--- config.mk ---
export PLATFORM = sky130hd
export DESIGN_NAME = scintillator_hit_pairing_core
export DESIGN_NICKNAME = d
export VERILOG_FILES = /design/src/shp_pkg.sv /design/src/shp_ram.sv /design/src/shp_pair_unit.sv /design/src/scintillator_hit_pairing_core.sv
export SDC_FILE = /design/constraint.sdc
export NUM_CORES = 1
export LEC_CHECK = 0
export ABC_CLOCK_PERIOD_IN_PS = 13900
export BUFFER_PORTS_ARGS = -buffer_cell sky130_fd_sc_hd__buf_2
export CAP_MARGIN = 10
export CELL_PAD_IN_SITES_DETAIL_PLACEMENT = 0
export CELL_PAD_IN_SITES_GLOBAL_PLACEMENT = 2
export CORE_ASPECT_RATIO = 1.5
export CORE_UTILIZATION = 35
export DETAILED_ROUTE_END_ITERATION = 10
export PLACE_DENSITY = 0.59
export SLEW_MARGIN = 25
export SYNTH_ARGS = -nofsm -noshare
export SYNTH_HDL_FRONTEND = slang
export SYNTH_HIERARCHICAL = 1
export SYNTH_SLANG_ARGS = --single-unit
--- constraint.sdc ---
create_clock -name clk -period 13.9 [get_ports clk]
set_input_delay 1.39 -clock clk [delete_from_list [all_inputs] [get_ports clk]]
set_output_delay 1.39 -clock clk [all_outputs]
set_load 0.02 [all_outputs]
--- src/shp_pkg.sv ---
package shp_pkg;

  localparam int ID_W   = 10;
  localparam int TIME_W = 40;
  localparam int RES_W  = TIME_W + 1;

  // Hits returned per input signal; later pairs are dropped.
  localparam int MAX_HITS = 15;
  localparam int HIT_CNT_W = 4;

  localparam int IN_DATA_W  = 56;
  localparam int OUT_DATA_W = 96;

  typedef struct packed {
    logic [TIME_W-1:0] sig_time;
    logic              side;
    logic [ID_W-1:0]   id;
  } entry_t;

  localparam int ENTRY_W = $bits(entry_t);

  typedef struct packed {
    logic [RES_W-1:0] time_sum;
    logic [RES_W-1:0] time_diff;
    logic [ID_W-1:0]  scin;
  } hit_t;

  typedef enum logic {
    ST_IDLE,
    ST_SCAN
  } state_t;

endpackage

--- src/shp_ram.sv ---
module shp_ram #(
  parameter int WIDTH = 51,
  parameter int DEPTH = 16
) (
  input  logic                     clk,
  input  logic                     wr_en,
  input  logic [$clog2(DEPTH)-1:0] wr_addr,
  input  logic [WIDTH-1:0]         wr_data,
  input  logic                     rd_en,
  input  logic [$clog2(DEPTH)-1:0] rd_addr,
  output logic [WIDTH-1:0]         rd_data
);

  logic [WIDTH-1:0] mem [DEPTH];

  always_ff @(posedge clk) begin
    if (wr_en) begin
      mem[wr_addr] <= wr_data;
    end
  end

  // Read data holds while rd_en is low.
  always_ff @(posedge clk) begin
    if (rd_en) begin
      rd_data <= mem[rd_addr];
    end
  end

endmodule

--- src/shp_pair_unit.sv ---
module shp_pair_unit (
  input  shp_pkg::entry_t cur,
  input  shp_pkg::entry_t stored,
  output logic            match,
  output shp_pkg::hit_t   hit
);

  import shp_pkg::*;

  logic [RES_W-1:0] time_a;
  logic [RES_W-1:0] time_b;

  // A stored signal pairs only with the opposite side of the same strip.
  assign match = (stored.id == cur.id) && (stored.side != cur.side);

  always_comb begin
    if (!cur.side) begin
      time_a = {1'b0, cur.sig_time};
      time_b = {1'b0, stored.sig_time};
    end else begin
      time_a = {1'b0, stored.sig_time};
      time_b = {1'b0, cur.sig_time};
    end
    hit.scin      = cur.id;
    hit.time_diff = time_a - time_b;
    hit.time_sum  = time_a + time_b;
  end

endmodule

--- src/scintillator_hit_pairing_core.sv ---
// Double-ended scintillator hit pairing. Each photomultiplier signal request
// on the input carries a strip id, a side and a 40-bit time, and in_tuser
// opens a new time window, clearing the window store before the signal is
// compared. The signal is checked against every signal stored in its window,
// one stored entry per clock while the output does not stall, through a
// single shared compare/add/subtract unit, and each stored signal of the same
// strip on the opposite side yields one hit request on the output, in the
// order the stored signals arrived. A hit gives the strip id, side-A time
// minus side-B time (two's complement) and the sum of both times; out_tlast
// marks the last hit of an input signal. At most 15 hits are returned per
// signal; further pairs are dropped. The signal is stored on acceptance,
// past the entries it is compared against, if the window holds fewer than
// WINDOW_DEPTH entries. A signal that finds an empty window is taken without
// a scan; otherwise the block is busy while it scans the stored entries
// (fewer once the hit limit is reached), as the window memory has one read
// port: one entry per cycle, unless a hit waits behind a stalled output.
module scintillator_hit_pairing_core #(
  parameter int WINDOW_DEPTH = 16
) (
  input  logic        clk,
  input  logic        rst_n,
  // in_tdata, from bit 0: scin_id[9:0], pm_side, signal_time[39:0], zero pad.
  input  logic [55:0] in_tdata,
  // in_tuser: window_start.
  input  logic        in_tuser,
  input  logic        in_tvalid,
  output logic        in_tready,
  // out_tdata, from bit 0: hit_scin[9:0], time_diff[40:0], time_sum[40:0],
  // zero pad.
  output logic [95:0] out_tdata,
  // out_tlast: last_hit.
  output logic        out_tlast,
  output logic        out_tvalid,
  input  logic        out_tready
);

  import shp_pkg::*;

  localparam int AW = $clog2(WINDOW_DEPTH);
  localparam int CW = $clog2(WINDOW_DEPTH + 1);

  state_t           state_r, state_nxt;
  logic [CW-1:0]    count_r, count_nxt;
  logic [CW-1:0]    lim_r, lim_nxt;
  logic [CW-1:0]    k_r, k_nxt;
  logic [HIT_CNT_W-1:0] hits_r, hits_nxt;
  logic             dvalid_r, dvalid_nxt;
  logic             pend_v_r, pend_v_nxt;
  hit_t             pend_r, pend_nxt;
  logic             out_v_r, out_v_nxt;
  hit_t             out_r, out_nxt;
  logic             out_last_r, out_last_nxt;
  entry_t           cur_r, cur_nxt;

  entry_t           in_entry;
  entry_t           rd_entry;
  logic [ENTRY_W-1:0] rd_data;
  logic             unit_match;
  hit_t             unit_hit;

  logic             in_acc;
  logic [CW-1:0]    count_eff;
  logic             wr_en;
  logic             push_ok;
  logic             match;
  logic             stall;
  logic [HIT_CNT_W:0] hits_after;
  logic             issue;
  logic             scan_end;
  logic             done;
  logic             push;

  assign in_entry.id       = in_tdata[ID_W-1:0];
  assign in_entry.side     = in_tdata[ID_W];
  assign in_entry.sig_time = in_tdata[ID_W+TIME_W:ID_W+1];

  assign in_tready = (state_r == ST_IDLE);
  assign in_acc    = in_tvalid && in_tready;

  // A window start empties the store before this signal is compared.
  assign count_eff = in_tuser ? '0 : count_r;
  assign wr_en     = in_acc && (count_eff < CW'(WINDOW_DEPTH));

  shp_ram #(
    .WIDTH(ENTRY_W),
    .DEPTH(WINDOW_DEPTH)
  ) u_store (
    .clk    (clk),
    .wr_en  (wr_en),
    .wr_addr(count_eff[AW-1:0]),
    .wr_data(in_entry),
    .rd_en  (issue),
    .rd_addr(k_r[AW-1:0]),
    .rd_data(rd_data)
  );

  assign rd_entry = rd_data;

  shp_pair_unit u_pair (
    .cur   (cur_r),
    .stored(rd_entry),
    .match (unit_match),
    .hit   (unit_hit)
  );

  // A hit is held back in a pending register so that its last flag is known
  // when it moves to the output register.
  assign push_ok    = !out_v_r || out_tready;
  assign match      = (state_r == ST_SCAN) && dvalid_r && unit_match;
  assign stall      = match && pend_v_r && !push_ok;
  assign hits_after = {1'b0, hits_r} + {{HIT_CNT_W{1'b0}}, match};
  assign issue      = (state_r == ST_SCAN) && !stall && (k_r < lim_r) &&
                      (hits_after < (HIT_CNT_W+1)'(MAX_HITS));
  assign scan_end   = (state_r == ST_SCAN) && !dvalid_r && !issue;
  assign done       = scan_end && (!pend_v_r || push_ok);
  assign push       = pend_v_r && push_ok && (match || scan_end);

  always_comb begin
    state_nxt = state_r;
    unique case (state_r)
      ST_IDLE: begin
        if (in_acc && (count_eff != '0)) begin
          state_nxt = ST_SCAN;
        end
      end
      ST_SCAN: begin
        if (done) begin
          state_nxt = ST_IDLE;
        end
      end
      default: state_nxt = ST_IDLE;
    endcase
  end

  always_comb begin
    count_nxt    = count_r;
    lim_nxt      = lim_r;
    k_nxt        = k_r;
    hits_nxt     = hits_r;
    dvalid_nxt   = dvalid_r;
    pend_v_nxt   = pend_v_r;
    pend_nxt     = pend_r;
    cur_nxt      = cur_r;
    out_nxt      = out_r;
    out_last_nxt = out_last_r;
    out_v_nxt    = out_v_r && !out_tready;

    if (in_acc) begin
      cur_nxt    = in_entry;
      lim_nxt    = count_eff;
      count_nxt  = wr_en ? count_eff + CW'(1) : count_eff;
      k_nxt      = '0;
      hits_nxt   = '0;
      dvalid_nxt = 1'b0;
      pend_v_nxt = 1'b0;
    end

    if ((state_r == ST_SCAN) && !stall) begin
      dvalid_nxt = issue;
      if (issue) begin
        k_nxt = k_r + CW'(1);
      end
      if (match) begin
        pend_nxt   = unit_hit;
        pend_v_nxt = 1'b1;
        hits_nxt   = hits_after[HIT_CNT_W-1:0];
      end
    end

    if (push) begin
      out_nxt      = pend_r;
      out_last_nxt = scan_end;
      out_v_nxt    = 1'b1;
    end

    if (done) begin
      pend_v_nxt = 1'b0;
    end
  end

  always_ff @(posedge clk) begin
    if (!rst_n) begin
      state_r  <= ST_IDLE;
      count_r  <= '0;
      lim_r    <= '0;
      k_r      <= '0;
      hits_r   <= '0;
      dvalid_r <= 1'b0;
      pend_v_r <= 1'b0;
      out_v_r  <= 1'b0;
    end else begin
      state_r  <= state_nxt;
      count_r  <= count_nxt;
      lim_r    <= lim_nxt;
      k_r      <= k_nxt;
      hits_r   <= hits_nxt;
      dvalid_r <= dvalid_nxt;
      pend_v_r <= pend_v_nxt;
      out_v_r  <= out_v_nxt;
    end
  end

  always_ff @(posedge clk) begin
    cur_r      <= cur_nxt;
    pend_r     <= pend_nxt;
    out_r      <= out_nxt;
    out_last_r <= out_last_nxt;
  end

  assign out_tvalid = out_v_r;
  assign out_tlast  = out_last_r;
  assign out_tdata  = {{(OUT_DATA_W - $bits(hit_t)){1'b0}}, out_r};

endmodule
-- Yosys cells after proc, flatten, opt, wreduce, memory -nomap -nowiden
Memories as Yosys holds them, arrays and structs flattened. A register that Yosys moved wholly into a read port is not among the register bits.
Index checks and enable logic that the tools add are counted.
- register bits after elaboration: 259
- bits in latches: 0
- memory bits (writable): 816
- ROM bits: 0
- output and inout port bits: 99
- logic and storage cells: 83
- memories kept: 1
- memory list (name ; words ; width ; read ports ; clocked after Yosys merged registers in ; wr ports ; line ; RTL):
    u_store.mem ; 16 ; 51 ; 1 ; 1 ; 1 ; shp_ram.sv:14 ; logic [WIDTH-1:0] mem [DEPTH];
- $add $sub $neg: 5
- $mul: 0
- div/mod/pow operators: 0
- order comparisons: 3
- eq/ne operators: 2
- shifts and indexed selects: 0
- muxes and demuxes: 21
- bitwise operators: 2
- reductions and logical operators: 31
- operators with widths (operator ; number):
    $mux W40 ; 2
    $add A40 B40 Y41 ; 1
    $sub A40 B40 Y41 ; 1
    $mux W5 ; 5
    $logic_and A1 B1 Y1 ; 17
    $mux W4 ; 3
    $add A5 B1 Y5 const B ; 2
    $eq A10 B10 Y1 ; 1
    $mux W1 ; 10
    $logic_not A1 Y1 ; 7
    $add A4 B1 Y5 ; 1
    $lt A5 B4 Y1 const B ; 1
    $lt A5 B5 Y1 ; 1
    $lt A5 B5 Y1 const B ; 1
    $reduce_bool A5 Y1 ; 1
    $logic_or A1 B1 Y1 ; 3
    $not A1 Y1 ; 2
    $pmux W1 S2 ; 1
    $reduce_and A2 Y1 ; 1
    $reduce_bool A2 Y1 ; 1
    $reduce_or A2 Y1 ; 1
    $ne A1 B1 Y1 ; 1

-- Depth between registers and ports, before layout
Gate-level depths: netlist of run 1.
- depth in word-level cells: 14
- mapped depth: 15

-- Modules after synthesis
The synthesis of run 1 kept the hierarchy.
- by module, submodules not included (module ; times used ; cells an instance ; area an instance (µm²)):
    shp_ram ; 1 ; 1320 ; 32125.8
    scintillator_hit_pairing_core ; 1 ; 401 ; 8395.6
    shp_pair_unit ; 1 ; 814 ; 5969.5

-- Worst setup path after synthesis of run 1
Ideal clock, no wire load.
- path kind: register to register
- start point: reg cur_r[10] in the netlist's numbering
- end point: reg out_r, in the netlist out_tdata[0] (enable)
- library setup time: 0.682 ns
- arrival time: 10.230 ns
- data required time: 13.218 ns
- setup slack: 2.988 ns
- cell stages (with the launch flop): 15
- path through: edfxtp_1 -> clkbuf_1 -> clkbuf_1 -> xor2_1 -> nand4_1 -> nor3_1 -> and3_1 -> ha_1 -> ha_1 -> xor2_1 -> and3_4 -> a211oi_2 -> nand2_1 -> inv_1 -> a211oi_1
- cells in the longest elaborated chain, start to end: 13
- elaborated cells between the ends (all ways): 15
- classes of those cells: add/sub: 1; order compare: 1; eq/ne: 1; reduce/logical: 12
- RTL lines (item ; line ; RTL):
    start: declaration ; scintillator_hit_pairing_core.sv:53 ; entry_t cur_r, cur_nxt;
    start signal: assignment ; scintillator_hit_pairing_core.sv:204 ; cur_r <= cur_nxt;
    $ne A1 B1 Y1 (*) ; shp_pair_unit.sv:14 ; assign match = (stored.id == cur.id) && (stored.side != cur.side);
    $logic_and A1 B1 Y1 (*) ; shp_pair_unit.sv:14 ;
    via unit_match ; scintillator_hit_pairing_core.sv:58 ; logic unit_match;
    $logic_and A1 B1 Y1 (*) ; scintillator_hit_pairing_core.sv:109 ; assign match = (state_r == ST_SCAN) && dvalid_r && unit_match;
    branches (longest 5 deep; another with $add A4 B1 Y5) ; -- ;
    $logic_and A1 B1 Y1 (*) ; scintillator_hit_pairing_core.sv:112 ; assign issue = (state_r == ST_SCAN) && !stall && (k_r < lim_r) &&
    via issue ; scintillator_hit_pairing_core.sv:68 ; logic issue;
    $logic_not A1 Y1 (*) ; scintillator_hit_pairing_core.sv:114 ; assign scan_end = (state_r == ST_SCAN) && !dvalid_r && !issue;
    $logic_and A1 B1 Y1 (*) ; scintillator_hit_pairing_core.sv:114 ;
    $logic_or A1 B1 Y1 (*) ; scintillator_hit_pairing_core.sv:116 ; assign push = pend_v_r && push_ok && (match || scan_end);
    $logic_and A1 B1 Y1 (*) ; scintillator_hit_pairing_core.sv:116 ;
    via push ; scintillator_hit_pairing_core.sv:71 ; logic push;
    end signal: assignment ; scintillator_hit_pairing_core.sv:206 ; out_r <= out_nxt;
    end: declaration ; scintillator_hit_pairing_core.sv:51 ; hit_t out_r, out_nxt;
Mark *: on every way through the listed nets, which the timed path passes.
A chain may end at the register's enable or synchronous reset.

==> results_dict.tcl, run 1 <==
set metrics [dict create \
    status "complete, no violations" \
    ys_warnings 6 \
    synth-main-ff-cell "edfxtp_1" \
    r2r.worst_path.cells 12 \
    final-max-slew-violation-count 0 \
    timing.clock.skew_ns 0.0382 \
    cts_htree_levels 3 \
    postCtsSetupRepairBufs 0 \
    syn-instance-count 2535 \
    final_stage_net_count 2855 \
    syn_area_sq_um 46500 \
    power.ir.vdd_worst_v 0.0000922 \
    rr_startpoint "cur_r[10]$_DFFE_PP_" \
    cp-startpoint "cur_r[10]$_DFFE_PP_" \
    cp-endpoint "pend_r[87]$_DFFE_PP_" \
    power_leakage_nw 17.0 \
    cp.required_ns 14.37 \
    setup-violations-final 0 \
    avgViaCountPerCell 5.17 \
    dieWidth_um 300 \
    crit_path_end_kind "register" \
    floorplan.die_area_sq_um 134000 \
    totalNegativeSetupSlack_ns 0 \
    clock-root-buffer "clkbuf_16" \
    max_cap_violations 0 \
    final_cells 4524 \
    cts-resized-gates 0 \
    synthDominantCellAreaShare 0.712 \
    tritoncts.num_buffers 107 \
    rr_endpoint "pend_r[87]$_DFFE_PP_" \
    vias 23400 \
    dp_hpwl_mm 65.0 \
    most-common-layout-cells "edfxtp_1, mux4_2, buf_2" \
    pin_count_of_the_biggest_net_entering_global_routing 103 \
    core_area_sq_um 132000 \
    path_max_fanout 49 \
    initial_cell_density_of_the_core 0.353 \
    num_rows 163 \
    final_period_minus_worst_setup_slack_ns 5.58 \
    numPortBuffers 150 \
    grt_pass1_vias 24900 \
    detailedRoute.firstIterationViolations 1691 \
    max_slew.worst_pin.slew_ns 1.03 \
    post-route-period-util 0.401 \
    timing.critical_path.arrival_ns 6.05 \
    timing_hold_violations_final 0 \
    drtAntennaViolNets 0 \
    dr.pass1.iters 6 \
    grt_pass1_wl_mm 166 \
    max_buffers_root_to_sink 3 \
    max_freq_mhz 179 \
    grt_setup_unrepaired "no" \
    syn_to_final_growth_pct 12.9 \
    netlist.top_cell.by_area "edfxtp_1" \
    drive_gt1_frac 0.233 \
    tritoncts_clock_tree "done" \
    cts_hold_buf 0 \
    cellPowerDensity_nw_per_um2 135 \
    register_to_register_setup_slack_ns 8.32 \
    drt-wirelength-per-cell_um 25.0 \
    groute.usage.overall 0.170 \
    clock_sinks 1126 \
    maxSlewHeadroom 0.310 \
    antenna_found_initial 17 \
    drc 0 \
    count_of_placed_standard_cells_including_taps 4326 \
    insertion_delay_ns 0.74 \
    yosysUniqueCellTypes 83 \
    cp-start-kind "register" \
    synth_enable_flop_cells 1103 \
    globalplace.congestion 0.821 \
    top_level_ports 160 \
    worst_hold_path_type "reg -> reg" \
    ys_top_cells_by_area "edfxtp_1, mux4_2, ha_1" \
    postSynth.asyncResetShare 0 \
    fp.dieH_um 448 \
    cts.reportedPaths.clkPinSlew_ns 0.07 \
    syn-mean-instance-area_sq_um 18.3 \
    route.final.wire_length_mm 113 \
    overflow 0 \
    commonest_non_fill_non_tap_cell_in_the_layout "edfxtp_1" \
    ys_seq_area_frac 0.722 \
    synth_seq_cells 1126 \
    timing_worst_setup_path_type "reg -> reg" \
]
[final cells by class]
cell class	count	area, sq um
Sequential cell	1126	33600
Multi-Input combinational cell	1182	11800
Timing Repair Buffer	189	1070
Inverter	98	370
Clock inverter	73	776
Antenna cell	2	5.00
Fill cell	12000	79300
Clock buffer	122	2730
Tap cell	1732	2170
[cells by family after synthesis]
family / after synthesis / share of synthesized area
other: 1 / 0.0000807
XOR/XNOR: 83 / 0.0156
flip-flops: 1126 / 0.722
AO/OA/AOI/OAI: 387 / 0.0583
AND/OR/NAND/NOR: 332 / 0.0338
buffers and inverters: 230 / 0.0277
multiplexers: 286 / 0.118
adder cells (fa/ha/maj): 90 / 0.0245
[where the power goes]
group	leakage, nW	internal, mW	switching (mW)
logic	5.09	0.132	0.240
registers	10.2	3.76	0.0110
clock network	1.71	1.65	1.30
total	17.0	5.54	1.56
[synth_stat cells, drive strengths merged (16+ instances only)]
library cell and instances:
nor2 92, a22oi 102, nand2 105, o21bai 17
nor2b 17, dfxtp 23, a21oi 100, clkbuf 62
ha 88, nand3 24, o21ai 44, a21o 19
mux2i 43, mux4 204, o31ai 16, edfxtp 1103
mux2 39, buf 69, xnor2 72, nor3 24
inv 96
[critical path: stages (launching register included)]
cell	delay [ns]
edfxtp_1	0.36
buf_4	0.43
buf_4	0.62
mux2_2	0.43
ha_1	0.49
nor2_1	0.23
o31ai_1	0.16
a2111oi_0	0.67
a21boi_0	0.50
o21ai_0	0.39
o31ai_1	0.69
a21oi_1	0.16
xnor2_1	0.16
[registers in the layout, indices dropped and copies added, names as in the netlist, 4 cells and up]
register	cells
hits_r	4
k_r	5
pend_r	92
out_tdata	92
lim_r	5
u_store/rd_data	51
count_r	5
cur_r	51
u_store/mem	816
[how the worst min path moves through the flow]
stage | startpoint | to | slack, ns | cells after the start
floorplan | pend_r[0]$_DFFE_PP_ | out_tdata[0]$_DFFE_PP_ | 0.40 | 0
CTS | pend_r[53]$_DFFE_PP_ | out_tdata[53]$_DFFE_PP_ | 0.41 | 0
global placement | pend_r[10]$_DFFE_PP_ | out_tdata[10]$_DFFE_PP_ | 0.40 | 0
global route | pend_r[53]$_DFFE_PP_ | out_tdata[53]$_DFFE_PP_ | 0.42 | 0
detailed placement | pend_r[0]$_DFFE_PP_ | out_tdata[0]$_DFFE_PP_ | 0.40 | 0
finish | pend_r[53]$_DFFE_PP_ | out_tdata[53]$_DFFE_PP_ | 0.41 | 0
[stage by stage]
stage | setup WS, ns | cell area [sq um] | total power [mW] | utilization | hold slack [ns]
detailed placement | 8.13 | 49000 | 4.22 | 0.372 | 0.405
global route | 7.94 | 52500 | 7.34 | 0.398 | 0.424
global placement | 8.13 | 49000 | 4.22 | 0.372 | 0.404
CTS | 8.09 | 52500 | 7.19 | 0.398 | 0.413
floorplan | 2.99 | 46500 | 4.11 | - | 0.400
finish | 8.32 | 52500 | 7.10 | 0.398 | 0.411
[metal layers]
metal | part of all wire | global-route usage | wire length (um)
met1 | 0.40 | 0.204 | 45500
met4 | 0.028 | 0.0580 | 3190
met2 | 0.53 | 0.309 | 59700
met3 | 0.039 | 0.0249 | 4410
met5 | 0.0012 | 0 | 138
(Power assumes the default switching activity.)
==> inputs of run 2 (changes only) <==
--- a/config.mk
+++ b/config.mk
@@ -5,7 +5,8 @@
 export SDC_FILE = /design/constraint.sdc
 export NUM_CORES = 1
 export LEC_CHECK = 0
-export ABC_CLOCK_PERIOD_IN_PS = 13900
+export ABC_AREA = 1
+export ABC_CLOCK_PERIOD_IN_PS = 4700
 export BUFFER_PORTS_ARGS = -buffer_cell sky130_fd_sc_hd__buf_2
 export CAP_MARGIN = 10
 export CELL_PAD_IN_SITES_DETAIL_PLACEMENT = 0
@@ -13,7 +14,7 @@
 export CORE_ASPECT_RATIO = 1.5
 export CORE_UTILIZATION = 35
 export DETAILED_ROUTE_END_ITERATION = 10
-export PLACE_DENSITY = 0.59
+export PLACE_DENSITY = 0.7
 export SLEW_MARGIN = 25
 export SYNTH_ARGS = -nofsm -noshare
 export SYNTH_HDL_FRONTEND = slang
==> constraint.sdc (replaced) <==
create_clock -name clk -period 4.7 [get_ports clk]
set_input_delay 0.47 -clock clk [delete_from_list [all_inputs] [get_ports clk]]
set_output_delay 0.47 -clock clk [all_outputs]
set_load 0.02 [all_outputs]
==> results_dict.tcl, run 2 <==
set metrics [dict create \
    netlist.top_cell.by_area "edfxtp_1" \
    post-route-period-util 0.844 \
    num_rows 172 \
    rr_startpoint "cur_r[10]$_DFFE_PP_" \
    max_buffers_root_to_sink 3 \
    cts_htree_levels 3 \
    synthTopCellsByCount "nand2_1, edfxtp_1, inv_1" \
    power.ir.vdd_worst_v 0.000345 \
    drt-met1-wl_mm 62.3 \
    fraction_of_the_core_area_covered_by_cells_at_the_end_of_the_flow 0.398 \
    totalNegativeSetupSlack_ns 0 \
    initial_cell_density_of_the_core 0.353 \
    postCtsSetupRepairBufs 0 \
    status "complete, no violations" \
    ys_warnings 6 \
    r2r.worst_path.cells 20 \
    timing.hold.worst_path_depth 4 \
    most-common-layout-cells "nand2_1, edfxtp_1, inv_1" \
    floorplan.die_area_sq_um 150000 \
    final-max-slew-violation-count 0 \
    timing.final.ws_setup_ns 0.731 \
    overflow 0 \
    worst_hold_path_type "in -> reg" \
    detailedRoute.firstIterationViolations 2005 \
    fp.dieH_um 473 \
    synth-main-ff-cell "edfxtp_1" \
    drt-wirelength-per-cell_um 20.3 \
    timing.critical_path.mode_cell "nor2_1" \
    met2WireLength_mm 75.9 \
    route.final.wire_length_mm 148 \
    timing_worst_setup_path_type "reg -> reg" \
    numPortBuffers 150 \
    drc 0 \
    vias 34600 \
    crit_path_max_incr_delay_ns 0.56 \
    synthDominantCellAreaShare 0.639 \
    insertion_delay_ns 0.73 \
    critPathSlowestCell "edfxtp_1" \
    grt_pass1_wl_mm 220 \
    place_ws_ns 0.635 \
    timing.clock.skew_ns 0.0270 \
    drtAntennaViolNets 0 \
    cts.reportedPaths.clkPinSlew_ns 0.06 \
    yosys.cell_count.top_type "nand2_1" \
    post-route-cell-area_sq_um 58400 \
    clock_sinks 1126 \
    dp_hpwl_mm 88.1 \
    maxSlewHeadroom 0.292 \
    cellPowerDensity_nw_per_um2 384 \
    cp.required_ns 5.11 \
    synth_seq_cells 1126 \
    tritoncts_clock_tree "done" \
    crit_path_end_kind "register" \
    final_stage_net_count 5459 \
    grt_setup_unrepaired "no" \
    timing.critical_path.max_delay_family "simple AND/OR/NAND/NOR gates" \
    pin_count_of_the_biggest_net_entering_global_routing 144 \
    timing_hold_violations_final 0 \
    power_leakage_nw 24.5 \
    cts_hold_buf 0 \
    cp-start-kind "register" \
    syn_area_sq_um 51800 \
    critical_path.cell_chain "xnor2_1 > nor2_1 > nand4_1 > nor4_1 > buf_4 > nand2_1 > nor2_4 > ha_1 > ha_1 > nand2_1 > nor2_1 > nor2_1 > o21ai_0 > nor2_1 > nand2_4 > nand2_2 > nand2_2 > nand2_2 > inv_4 > buf_12" \
    final_cells 7314 \
    post_place_instance_area_sq_um 54900 \
    fin_worst_hold_slack_ns 0.0847 \
    antenna_found_initial 20 \
    register_to_register_setup_slack_ns 0.73 \
    yosysUniqueCellTypes 46 \
    groute.usage.overall 0.200 \
    cp_num_buf_inv 3 \
    globalplace.congestion 0.885 \
    cp-startpoint "cur_r[10]$_DFFE_PP_" \
    synth_enable_flop_cells 1103 \
    largest_register_ffs 816 \
    count_of_placed_standard_cells_including_taps 7112 \
    avgViaCountPerCell 4.73 \
    drive_gt1_frac 0.0869 \
    ys_top_cells_by_area "edfxtp_1, nand2_1, inv_1" \
    postSynth.asyncResetShare 0 \
    cp-endpoint "out_tdata[10]$_DFFE_PP_" \
    regMostFlops "u_store/mem" \
    ys_seq_area_frac 0.648 \
    syn-instance-count 5200 \
    wl_met3_mm 5.41 \
    tritoncts.num_buffers 108 \
    dieWidth_um 316 \
    path_max_fanout 33 \
    max_cap_violations 0 \
    grt_pass1_vias 34200 \
    highest_layer "met5" \
    timing.critical_path.arrival_ns 4.37 \
    setup-violations-final 0 \
    dr.pass1.iters 8 \
    top_level_ports 160 \
    syn_to_final_growth_pct 12.8 \
    core_area_sq_um 147000 \
    clock-root-buffer "clkbuf_16" \
    syn-mean-instance-area_sq_um 9.96 \
    cts-resized-gates 0 \
    final_period_minus_worst_setup_slack_ns 3.97 \
    max_slew.worst_pin.slew_ns 1.06 \
    rr_endpoint "out_tdata[10]$_DFFE_PP_" \
    stages_on_worst_setup_path 20 \
    max_freq_mhz 252 \
    p_total_mw 22.4 \
    commonest_non_fill_non_tap_cell_in_the_layout "nand2_1" \
]
==> run 2: changes by cell type after synthesis, sizes merged, moves of 17 or more <==
| cell | before | now |
|---|---|---|
| nand2 | 105 | 1610 |
| inv | 96 | 911 |
| nand3 | 24 | 683 |
| mux4 | 204 | 0 |
| nor2 | 92 | 200 |
| a22oi | 102 | 1 |
| o21ai | 44 | 131 |
| buf | 69 | 152 |
| xnor2 | 72 | 14 |
| mux2i | 43 | 0 |
| mux2 | 39 | 0 |
| xor2 | 11 | 44 |
| nor2b | 17 | 0 |
==> run 2: worst reg2reg max path: cells and delay by family (launching register included) <==
| family | cells | cell delay, ns |
|---|---|---|
| AND/OR/NAND/NOR | 13 | 1.56 |
| buffers and inverters | 3 | 0.85 |
| flip-flops | 1 | 0.56 |
| adder cells (fa/ha/maj) | 2 | 0.38 |
| XOR/XNOR | 1 | 0.20 |
| AO/OA/AOI/OAI | 1 | 0.06 |
==> run 2: final cells by class <==
cell class / instances / area [sq um]
clock buffers: 126 / 2810
multi-input cells: 2937 / 13800
diodes: 3 / 7.51
clock inverters: 73 / 684
flip-flops and latches: 1126 / 33600
repair buffers: 222 / 1690
inverters: 913 / 3460
fillers: 14400 / 88300
well taps: 1914 / 2390
==> run 2: metal layers <==
layer / vias to the layer above / track usage
met3: 231 / 0.0229
li1: 17000 / -
met4: 14 / 0.0705
met5: - / 0
met2: 659 / 0.357
met1: 16700 / 0.246
==> run 2: power by group <==
| group | internal [mW] | switching [mW] |
|---|---|---|
| registers | 11.2 | 0.0605 |
| clock network | 4.84 | 3.89 |
| logic | 0.656 | 1.74 |
==> run 2: cell families after synthesis <==
group                    synth area share
AO/OA/AOI/OAI                      0.0263
XOR/XNOR                          0.00981
adder cells (fa/ha/maj)            0.0220
buffers and inverters              0.0882
flip-flops                          0.648
other                           0.0000724
AND/OR/NAND/NOR                     0.205
==> run 2: worst min-delay path by stage <==
stage,from,end,slack (ns)
2_1_floorplan,pend_r[0]$_DFFE_PP_,out_tdata[0]$_DFFE_PP_,0.40
3_3_place_gp,pend_r[64]$_DFFE_PP_,out_tdata[64]$_DFFE_PP_,0.40
3_5_place_dp,pend_r[36]$_DFFE_PP_,out_tdata[36]$_DFFE_PP_,0.40
4_1_cts,out_tready,out_tvalid$_SDFF_PN0_,0.02
5_1_grt,out_tready,out_tvalid$_SDFF_PN0_,0.08
6_report,out_tready,out_tvalid$_SDFF_PN0_,0.08
